[src/rtl/ffse_pkg.sv]
// Package: shared types, codes and sizes for the FASTA/FASTQ sequence extractor.
package ffse_pkg;

  localparam int unsigned LengthBits = 32;
  localparam int unsigned OutLenW    = 32;
  localparam int unsigned QDepth     = 2;
  localparam int unsigned QPtrW      = (QDepth > 1) ? $clog2(QDepth) : 1;
  localparam int unsigned QCntW      = $clog2(QDepth + 1);

  localparam logic [7:0] ChGt = 8'h3e;
  localparam logic [7:0] ChAt = 8'h40;
  localparam logic [7:0] ChLf = 8'h0a;
  localparam logic [7:0] ChCr = 8'h0d;

  typedef enum logic [1:0] {
    KIND_BASE   = 2'd0,
    KIND_RECEND = 2'd1,
    KIND_STATUS = 2'd2
  } kind_e;

  typedef enum logic [1:0] {
    ST_OK      = 2'd0,
    ST_UNKNOWN = 2'd1,
    ST_EMPTY   = 2'd2,
    ST_TRUNC   = 2'd3
  } status_e;

  typedef enum logic [1:0] {
    PH_HEADER   = 2'd0,
    PH_EOL_HDR  = 2'd1,
    PH_READ     = 2'd2,
    PH_EOL_READ = 2'd3
  } fa_phase_e;

  typedef enum logic [1:0] {
    FQ_HEADER = 2'd0,
    FQ_SEQ    = 2'd1,
    FQ_PLUS   = 2'd2,
    FQ_QUAL   = 2'd3
  } fq_line_e;

  // One classified word as it travels from the front to the back.
  typedef struct packed {
    logic [7:0] data;
    logic       eoi;
    logic       eol;
    logic       gt;
    logic       at;
  } item_t;

  typedef struct packed {
    logic    base;
    logic    rec_end;
    logic    stat;
    status_e code;
  } action_t;

  function automatic logic [OutLenW-1:0] clip_len(input logic [LengthBits-1:0] n);
    if ((n >> OutLenW) != '0) begin
      return '1;
    end else begin
      return OutLenW'(n);
    end
  endfunction

  function automatic fq_line_e fq_next(input fq_line_e l);
    fq_line_e r;
    unique case (l)
      FQ_HEADER: r = FQ_SEQ;
      FQ_SEQ:    r = FQ_PLUS;
      FQ_PLUS:   r = FQ_QUAL;
      FQ_QUAL:   r = FQ_HEADER;
      default:   r = FQ_HEADER;
    endcase
    return r;
  endfunction

endpackage

[src/rtl/ffse_front.sv]
// Front end: decode each incoming word into a classified item for the queue.
module ffse_front (
  input  logic          in_valid_i,
  input  logic [7:0]    data_byte_i,
  input  logic          end_of_input_i,
  output logic          in_ready_o,
  input  logic          q_ready_i,
  output logic          push_o,
  output ffse_pkg::item_t item_o
);
  import ffse_pkg::*;

  assign in_ready_o = q_ready_i;
  assign push_o     = in_valid_i && q_ready_i;

  always_comb begin
    item_o.data = data_byte_i;
    item_o.eoi  = end_of_input_i;
    item_o.eol  = (data_byte_i == ChLf) || (data_byte_i == ChCr);
    item_o.gt   = (data_byte_i == ChGt);
    item_o.at   = (data_byte_i == ChAt);
  end

endmodule

[src/rtl/ffse_queue.sv]
// Short queue of classified items between front and back.
module ffse_queue (
  input  logic            clk_i,
  input  logic            rst_ni,
  input  logic            push_i,
  input  ffse_pkg::item_t push_item_i,
  output logic            ready_o,
  input  logic            pop_i,
  output logic            valid_o,
  output ffse_pkg::item_t pop_item_o
);
  import ffse_pkg::*;

  item_t             entries_q [QDepth];
  logic [QPtrW-1:0]  wr_ptr_q, wr_ptr_d;
  logic [QPtrW-1:0]  rd_ptr_q, rd_ptr_d;
  logic [QCntW-1:0]  count_q, count_d;

  assign ready_o    = (count_q != QCntW'(QDepth));
  assign valid_o    = (count_q != '0);
  assign pop_item_o = entries_q[rd_ptr_q];

  always_comb begin
    wr_ptr_d = wr_ptr_q;
    rd_ptr_d = rd_ptr_q;
    count_d  = count_q;
    if (push_i) begin
      wr_ptr_d = (wr_ptr_q == QPtrW'(QDepth - 1)) ? '0 : wr_ptr_q + 1'b1;
    end
    if (pop_i) begin
      rd_ptr_d = (rd_ptr_q == QPtrW'(QDepth - 1)) ? '0 : rd_ptr_q + 1'b1;
    end
    if (push_i && !pop_i) begin
      count_d = count_q + 1'b1;
    end else if (pop_i && !push_i) begin
      count_d = count_q - 1'b1;
    end
  end

  always_ff @(posedge clk_i or negedge rst_ni) begin
    if (!rst_ni) begin
      wr_ptr_q <= '0;
      rd_ptr_q <= '0;
      count_q  <= '0;
    end else begin
      wr_ptr_q <= wr_ptr_d;
      rd_ptr_q <= rd_ptr_d;
      count_q  <= count_d;
    end
  end

  always_ff @(posedge clk_i) begin
    if (push_i) begin
      entries_q[wr_ptr_q] <= push_item_i;
    end
  end

`ifndef SYNTHESIS
  a_count_bound: assert property (@(posedge clk_i) disable iff (!rst_ni)
    (count_q <= QCntW'(QDepth)))
    else $error("queue fill exceeds its depth");
`endif

endmodule

[src/rtl/ffse_back.sv]
// Back end: parser state machine and result register.
module ffse_back (
  input  logic                            clk_i,
  input  logic                            rst_ni,
  input  logic                            q_valid_i,
  input  ffse_pkg::item_t                 item_i,
  output logic                            pop_o,
  output logic                            out_valid_o,
  input  logic                            out_ready_i,
  output logic [7:0]                      base_byte_o,
  output logic [1:0]                      kind_o,
  output logic [ffse_pkg::OutLenW-1:0]    record_length_o,
  output logic [1:0]                      status_o
);
  import ffse_pkg::*;

  logic                  started_q, started_d;
  logic                  is_fastq_q, is_fastq_d;
  logic                  error_hold_q, error_hold_d;
  fa_phase_e             phase_q, phase_d;
  fq_line_e              line_q, line_d;
  logic                  prev_eol_q, prev_eol_d;
  logic [LengthBits-1:0] count_q, count_d;
  action_t               act;

  logic                  out_valid_q, out_valid_d;
  logic [7:0]            byte_q, byte_d;
  kind_e                 kind_q, kind_d;
  logic [OutLenW-1:0]    len_q, len_d;
  status_e               status_q, status_d;

  assign pop_o = q_valid_i && (!out_valid_q || out_ready_i);

  // Next state and the action that the popped word calls for.
  always_comb begin
    logic fq;
    fq           = is_fastq_q;
    started_d    = started_q;
    is_fastq_d   = is_fastq_q;
    error_hold_d = error_hold_q;
    phase_d      = phase_q;
    line_d       = line_q;
    prev_eol_d   = prev_eol_q;
    act          = '{base: 1'b0, rec_end: 1'b0, stat: 1'b0, code: ST_OK};

    if (pop_o) begin
      if (item_i.eoi) begin
        if (!started_q) begin
          act.stat = 1'b1;
          act.code = ST_EMPTY;
        end else if (!error_hold_q) begin
          if (!is_fastq_q) begin
            act.rec_end = 1'b1;
          end else if (line_q == FQ_SEQ && !prev_eol_q) begin
            act.stat = 1'b1;
            act.code = ST_TRUNC;
          end
        end
        started_d    = 1'b0;
        is_fastq_d   = 1'b0;
        error_hold_d = 1'b0;
        phase_d      = PH_HEADER;
        line_d       = FQ_HEADER;
        prev_eol_d   = 1'b0;
      end else if (!error_hold_q) begin
        if (!started_q && !item_i.at && !item_i.gt) begin
          started_d    = 1'b1;
          error_hold_d = 1'b1;
          act.stat     = 1'b1;
          act.code     = ST_UNKNOWN;
        end else begin
          if (!started_q) begin
            started_d  = 1'b1;
            fq         = item_i.at;
            is_fastq_d = item_i.at;
          end
          if (fq) begin
            if (item_i.eol) begin
              if (!prev_eol_q) begin
                act.rec_end = (line_q == FQ_SEQ);
                line_d      = fq_next(line_q);
              end
              prev_eol_d = 1'b1;
            end else begin
              act.base   = (line_q == FQ_SEQ);
              prev_eol_d = 1'b0;
            end
          end else begin
            unique case (phase_q)
              PH_HEADER: begin
                if (item_i.eol) phase_d = PH_EOL_HDR;
              end
              PH_EOL_HDR: begin
                if (!item_i.eol) begin
                  phase_d  = PH_READ;
                  act.base = 1'b1;
                end
              end
              PH_READ: begin
                if (item_i.eol) begin
                  phase_d = PH_EOL_READ;
                end else begin
                  act.base = 1'b1;
                end
              end
              PH_EOL_READ: begin
                if (!item_i.eol) begin
                  if (item_i.gt) begin
                    phase_d     = PH_HEADER;
                    act.rec_end = 1'b1;
                  end else begin
                    phase_d  = PH_READ;
                    act.base = 1'b1;
                  end
                end
              end
              default: phase_d = PH_HEADER;
            endcase
          end
        end
      end
    end

    count_d = count_q;
    if (pop_o && (item_i.eoi || act.rec_end)) begin
      count_d = '0;
    end else if (act.base && count_q != '1) begin
      count_d = count_q + 1'b1;
    end
  end

  // Result formed from the action; hold it while the receiver stalls.
  always_comb begin
    out_valid_d = out_valid_q;
    byte_d      = byte_q;
    kind_d      = kind_q;
    len_d       = len_q;
    status_d    = status_q;
    if (pop_o) begin
      out_valid_d = act.base || act.rec_end || act.stat;
      byte_d      = act.base ? item_i.data : 8'd0;
      len_d       = act.rec_end ? clip_len(count_q) : '0;
      status_d    = act.stat ? act.code : ST_OK;
      priority if (act.stat) begin
        kind_d = KIND_STATUS;
      end else if (act.rec_end) begin
        kind_d = KIND_RECEND;
      end else begin
        kind_d = KIND_BASE;
      end
    end else if (out_ready_i) begin
      out_valid_d = 1'b0;
    end
  end

  always_ff @(posedge clk_i or negedge rst_ni) begin
    if (!rst_ni) begin
      started_q    <= 1'b0;
      is_fastq_q   <= 1'b0;
      error_hold_q <= 1'b0;
      phase_q      <= PH_HEADER;
      line_q       <= FQ_HEADER;
      prev_eol_q   <= 1'b0;
      count_q      <= '0;
      out_valid_q  <= 1'b0;
    end else begin
      started_q    <= started_d;
      is_fastq_q   <= is_fastq_d;
      error_hold_q <= error_hold_d;
      phase_q      <= phase_d;
      line_q       <= line_d;
      prev_eol_q   <= prev_eol_d;
      count_q      <= count_d;
      out_valid_q  <= out_valid_d;
    end
  end

  always_ff @(posedge clk_i) begin
    byte_q   <= byte_d;
    kind_q   <= kind_d;
    len_q    <= len_d;
    status_q <= status_d;
  end

  assign out_valid_o     = out_valid_q;
  assign base_byte_o     = byte_q;
  assign kind_o          = kind_q;
  assign record_length_o = len_q;
  assign status_o        = status_q;

`ifndef SYNTHESIS
  a_eoi_resets: assert property (@(posedge clk_i) disable iff (!rst_ni)
    (pop_o && item_i.eoi) |=> (count_q == '0 && !started_q && !error_hold_q))
    else $error("end marker did not return the parser to its idle state");

  a_hold_silent: assert property (@(posedge clk_i) disable iff (!rst_ni)
    (pop_o && error_hold_q && !item_i.eoi) |=> !out_valid_q)
    else $error("result produced while in error hold");

  a_base_clean: assert property (@(posedge clk_i) disable iff (!rst_ni)
    (out_valid_q && kind_q == KIND_BASE) |-> (len_q == '0 && status_q == ST_OK))
    else $error("base word carries a length or status");
`endif

endmodule

[src/rtl/fasta_fastq_sequence_extractor.sv]
// Top level of the FASTA/FASTQ sequence extractor: front, queue and back joined.
//
// Usage:
//   Input channel (in_valid_i / in_ready_o) carries one word per file byte in
//   data_byte_i, then one word with end_of_input_i set to close the file.
//   The first byte selects FASTQ ('@') or FASTA ('>').
//   Output channel (out_valid_o / out_ready_i) carries zero or one result per
//   input word: a sequence base, a record end with its saturating length, or
//   a status report (unknown format, empty input, truncated record).
//   Throughput: one word per cycle while out_ready_i is high; the parser state
//   machine in the back end updates once per cycle, so that loop sets the rate.
//   Path: on acceptance the word is written into the two-entry queue, and it
//   is then parsed from the queue into the back end output register.
//   Reset: all parser state clears, the queue empties and no result is shown.
//   Receiver stall: the result register holds its word; the back end stops
//   popping, the queue fills, and in_ready_o drops once both entries are held.
//   The end marker returns the parser to its reset state for the next file.
module fasta_fastq_sequence_extractor (
  input  logic                         clk_i,
  input  logic                         rst_ni,
  input  logic                         in_valid_i,
  output logic                         in_ready_o,
  input  logic [7:0]                   data_byte_i,
  input  logic                         end_of_input_i,
  output logic                         out_valid_o,
  input  logic                         out_ready_i,
  output logic [7:0]                   base_byte_o,
  output logic [1:0]                   kind_o,
  output logic [ffse_pkg::OutLenW-1:0] record_length_o,
  output logic [1:0]                   status_o
);
  import ffse_pkg::*;

  item_t push_item;
  item_t pop_item;
  logic  push;
  logic  q_ready;
  logic  q_valid;
  logic  pop;

  // Classify each byte: line end, header marks, end of file.
  ffse_front u_front (
    .in_valid_i     (in_valid_i),
    .data_byte_i    (data_byte_i),
    .end_of_input_i (end_of_input_i),
    .in_ready_o     (in_ready_o),
    .q_ready_i      (q_ready),
    .push_o         (push),
    .item_o         (push_item)
  );

  // Decouple the input from back-end stalls.
  ffse_queue u_queue (
    .clk_i       (clk_i),
    .rst_ni      (rst_ni),
    .push_i      (push),
    .push_item_i (push_item),
    .ready_o     (q_ready),
    .pop_i       (pop),
    .valid_o     (q_valid),
    .pop_item_o  (pop_item)
  );

  // Run the record parser and hold each result until it is taken.
  ffse_back u_back (
    .clk_i           (clk_i),
    .rst_ni          (rst_ni),
    .q_valid_i       (q_valid),
    .item_i          (pop_item),
    .pop_o           (pop),
    .out_valid_o     (out_valid_o),
    .out_ready_i     (out_ready_i),
    .base_byte_o     (base_byte_o),
    .kind_o          (kind_o),
    .record_length_o (record_length_o),
    .status_o        (status_o)
  );

endmodule
[config.mk]
export PLATFORM = sky130hd
export DESIGN_NAME = fasta_fastq_sequence_extractor
export DESIGN_NICKNAME = d
export VERILOG_FILES = /design/src/rtl/ffse_pkg.sv /design/src/rtl/ffse_front.sv /design/src/rtl/ffse_queue.sv /design/src/rtl/ffse_back.sv /design/src/rtl/fasta_fastq_sequence_extractor.sv
export SDC_FILE = /design/constraint.sdc
export NUM_CORES = 1
export LEC_CHECK = 0
export ABC_CLOCK_PERIOD_IN_PS = 4840
export BUFFER_PORTS_ARGS = -buffer_cell sky130_fd_sc_hd__clkbuf_2
export CAP_MARGIN = 20
export CELL_PAD_IN_SITES_DETAIL_PLACEMENT = 0
export CELL_PAD_IN_SITES_GLOBAL_PLACEMENT = 2
export CORE_MARGIN = 5
export CORE_UTILIZATION = 43
export DETAILED_ROUTE_END_ITERATION = 8
export MAX_ROUTING_LAYER = met4
export PLACE_DENSITY = 0.85
export SETUP_SLACK_MARGIN = 0.02
export SKIP_LAST_GASP = 1
export SLEW_MARGIN = 40
export SYNTH_ARGS = -nofsm -noshare
export SYNTH_HDL_FRONTEND = slang
export SYNTH_SLANG_ARGS = --single-unit
[constraint.sdc]
create_clock -name clk_i -period 4.84 [get_ports clk_i]
set_input_delay 0.242 -clock clk_i [delete_from_list [all_inputs] [get_ports clk_i]]
set_output_delay 0.242 -clock clk_i [all_outputs]
set_load 0.05 [all_outputs]
==> key figures <==
Worst setup path
  – CP max stage cell: dfrtp_2
  – Worst EP arrival: 3400 ps
  – Startpoint type of the worst setup path: flip-flop
  – Buf+Inv Stages, Crit Path: 0
  – Top fanout value on the critical path: 20
  – CP delay by family, top: simple AND/OR/NAND/NOR gates
  – Critical Path, Cell by Cell: mux2_4 > o21a_4 > o31ai_4 > nand3_2 > or4_1 > nand2_1
  – WP data required: 5190 ps
  – Max stage delay on crit path: 660 ps
  – Critical path class: reg -> reg
  – Crit end category: flip-flop

STA
  – Final Hold Viols: 0
  – Rel. slew slack: 53.98%
  – Worst slew pin tran: 690.2 ps
  – Setup TNS: 0 ps
  – RSZ-0062 raised after global routing: no
  – Fmax: 328.3 MHz
  – Final Skew: 8.377 ps
  – Tmin final: 3046 ps
  – Slew Viols, Final: 0
  – Period utilization: 62.93%
  – Hold Slack: 14.42 ps
  – Final setup viols: 0

Synthesis
  – Dominant synthesized flop cell: edfxtp_1
  – Yosys Warn Count: 0
  – Synth Cell Area: 5214 µm²
  – Synthesized flop and latch total: 113
  – Syn Inst Count: 430
  – Syn_area_per_cell: 12.13 µm²
  – Post-synth EDFFs: 68
  – Register area share after synthesis: 60.76%
  – Post-synth ARST share: 39.82%
  – Unique masters post-synth: 53
  – Syn nets: 453

Global route
  – Gr ovfl total: 0
  – Vias in the first global route: 3499
  – Total track usage: 16.10%
  – Largest net degree at the start of global routing: 46
  – Antenna violations before repair: 0
  – First-pass GRT wire length: 17530 µm

Cells and area
  – Most common cell after layout, fill and taps aside: edfxtp_1
  – Final Util: 52.47%
  – Most frequent cells in the layout: 68 x edfxtp_1, 58 x clkbuf_2, 44 x dfrtp_1, 35 x and2_1, 33 x nor2_1
  – Number of diodes: 0
  – Share of cells above drive strength 1: 22.27%
  – Area growth syn-to-layout: 20.37%
  – Nets: 522

Clock tree
  – Sink Count: 113
  – Clk buf depth: 2
  – Worst-Skew Late Latency: 410 ps
  – H-tree depth: 4
  – Post-cts sizing count: 0
  – Setup Buffers After CTS: 0
  – CTS root buffer: clkbuf_16
  – Worst-path clk slew: 60 ps
  – TritonCTS Buffers: 17
  – CTS tree: done

Flow run
  – Max cap viols: 0

Min path
  – Worst min path class: in -> reg

Routing
  – DRT iter0 DRCs: 207
  – ANT nets after route: 0
  – Post-route DRC violation count: 0
  – Routed WL per cell: 15.63 µm
  – Final wirelength: 10300 µm
  – Drt via density: 5.378
  – DR vias: 3544
  – 1st-pass router iterations: 4

Die
  – Core box area: 11960 µm²
  – IO Count: 59
  – Chip Width: 120.1 µm
  – Die Ht: 120.1 µm
  – Row Count: 40
  – Initial core utilization: 43.59%
  – DIE AREA: 14430 µm²

Place
  – Routability Congestion: 0.7847
  – PortBufs: 58
  – DP HPWL: 6875 µm

Power and ir drop
  – Peak VDD IR: 0.3406 mV
  – PD cells: 675.3 nW/µm²
  – LEAKAGE: 2.600 nW

Outcome
  – Status: completed
==> cells in the mapped netlist, types with 5 or more instances <==
| cell type | instances | share of area, % |
|---|---|---|
| dfrtp_1 | 45 | 22 |
| and3_1 | 10 | 1.2 |
| edfxtp_1 | 68 | 39 |
| o21ai_1 | 5 | 0.48 |
| and2_1 | 35 | 4.2 |
| or4_1 | 7 | 1.0 |
| mux2i_1 | 11 | 2.1 |
| a21oi_1 | 25 | 2.4 |
| nand2_1 | 24 | 1.7 |
| ha_1 | 10 | 2.4 |
| o21ai_0 | 17 | 1.6 |
| inv_1 | 11 | 0.79 |
| nor2_1 | 34 | 2.4 |
| nand4_1 | 14 | 1.7 |
| nand3_1 | 12 | 1.2 |
| and4_1 | 5 | 0.84 |
| o211ai_1 | 10 | 1.4 |
| clkbuf_1 | 5 | 0.36 |
| xor2_1 | 13 | 2.2 |
| or3_1 | 13 | 1.6 |
==> timing repair <==
action / in CTS / in global routing
hold endpoints to repair: 45 / 0
hold buffers: 1 / 0
endpoints found under the setup margin: 0 / 0
==> state kept, by name (all words and copies together), names as in the netlist, 2 cells and up <==
register and count:
u_back.line_q 2, u_back.kind_o 2, u_back.count_q 32, u_back.status_o 2
u_queue.count_q 2, u_back.record_length_o 32, u_back.phase_q 2, u_back.base_byte_o 8
u_queue.entries_q 24
==> metal layers <==
| metal | wire length, µm | GRT usage, % |
|---|---|---|
| met3 | 423 | 4.618 |
| met2 | 5099 | 25.85 |
| met4 | 174 | 6.371 |
| met5 | 0 | - |
| met1 | 4601 | 19.22 |
==> layout make-up <==
cell class,count,area (µm²)
Sequential cell,113,3169
Clock buffer,17,425.4
Timing Repair Buffer,64,345.3
Clock inverter,15,168.9
Fill cell,1040,5685
Multi-Input combinational cell,292,1942
Tap cell,147,183.9
Inverter,11,41.29
==> worst paths after layout <==
path	start	end	slack, ps	cells after the start
worst min-delay path	end_of_input_i	u_queue.entries_q[1][3]	10	1
max in group asynchronous	rst_ni	u_queue.rd_ptr_q	3940	3
worst max-delay path	u_queue.rd_ptr_q	u_back.count_q[8]	1790	6
worst min register to register	u_queue.wr_ptr_q	u_queue.wr_ptr_q	510	1
worst max register to register	u_queue.rd_ptr_q	u_back.count_q[8]	1790	6
min in group asynchronous	rst_ni	u_back.is_fastq_q	470	3
==> worst reg2reg max path, cell delays in order (launching register included) <==
cell and delay (ps):
dfrtp_2 660, mux2_4 370, o21a_4 220, o31ai_4 620, nand3_2 450, or4_1 580
nand2_1 80
==> per-stage QoR <==
| stage | cells | instance area (µm²) | worst slack (ps) | power (mW) |
|---|---|---|---|---|
| 3_3_place_gp | 625 | 5645 | 1629 | 2.991 |
| 6_report | 659 | 6276 | 1794 | 4.238 |
| 2_1_floorplan | 430 | 5214 | 2485 | 2.676 |
| 4_1_cts | 658 | 6260 | 1543 | 4.276 |
| 3_5_place_dp | 625 | 5655 | 1567 | 3.026 |
| 5_1_grt | 659 | 6276 | 1572 | 4.447 |
==> report_power, final <==
group / internal, mW / switching, mW / leakage, nW
logic: 0.351 / 1.16 / 1.02
clock network: 0.802 / 0.435 / 0.280
registers: 1.35 / 0.143 / 1.30
total: 2.50 / 1.74 / 2.60
==> logic make-up after synthesis <==
kind of cell               count (synthesis)  share of synthesized area, %
AOI/OAI and AO/OA                         69                         8.471
xor gates and xnor gates                  17                         2.856
muxes                                     15                         3.048
DFF                                      113                         60.76
buffers and inverters                     25                         2.256
adders and majority gates                 10                         2.400
and+or+nand+nor                          181                         20.21
Power figures use the tool's default switching activity.
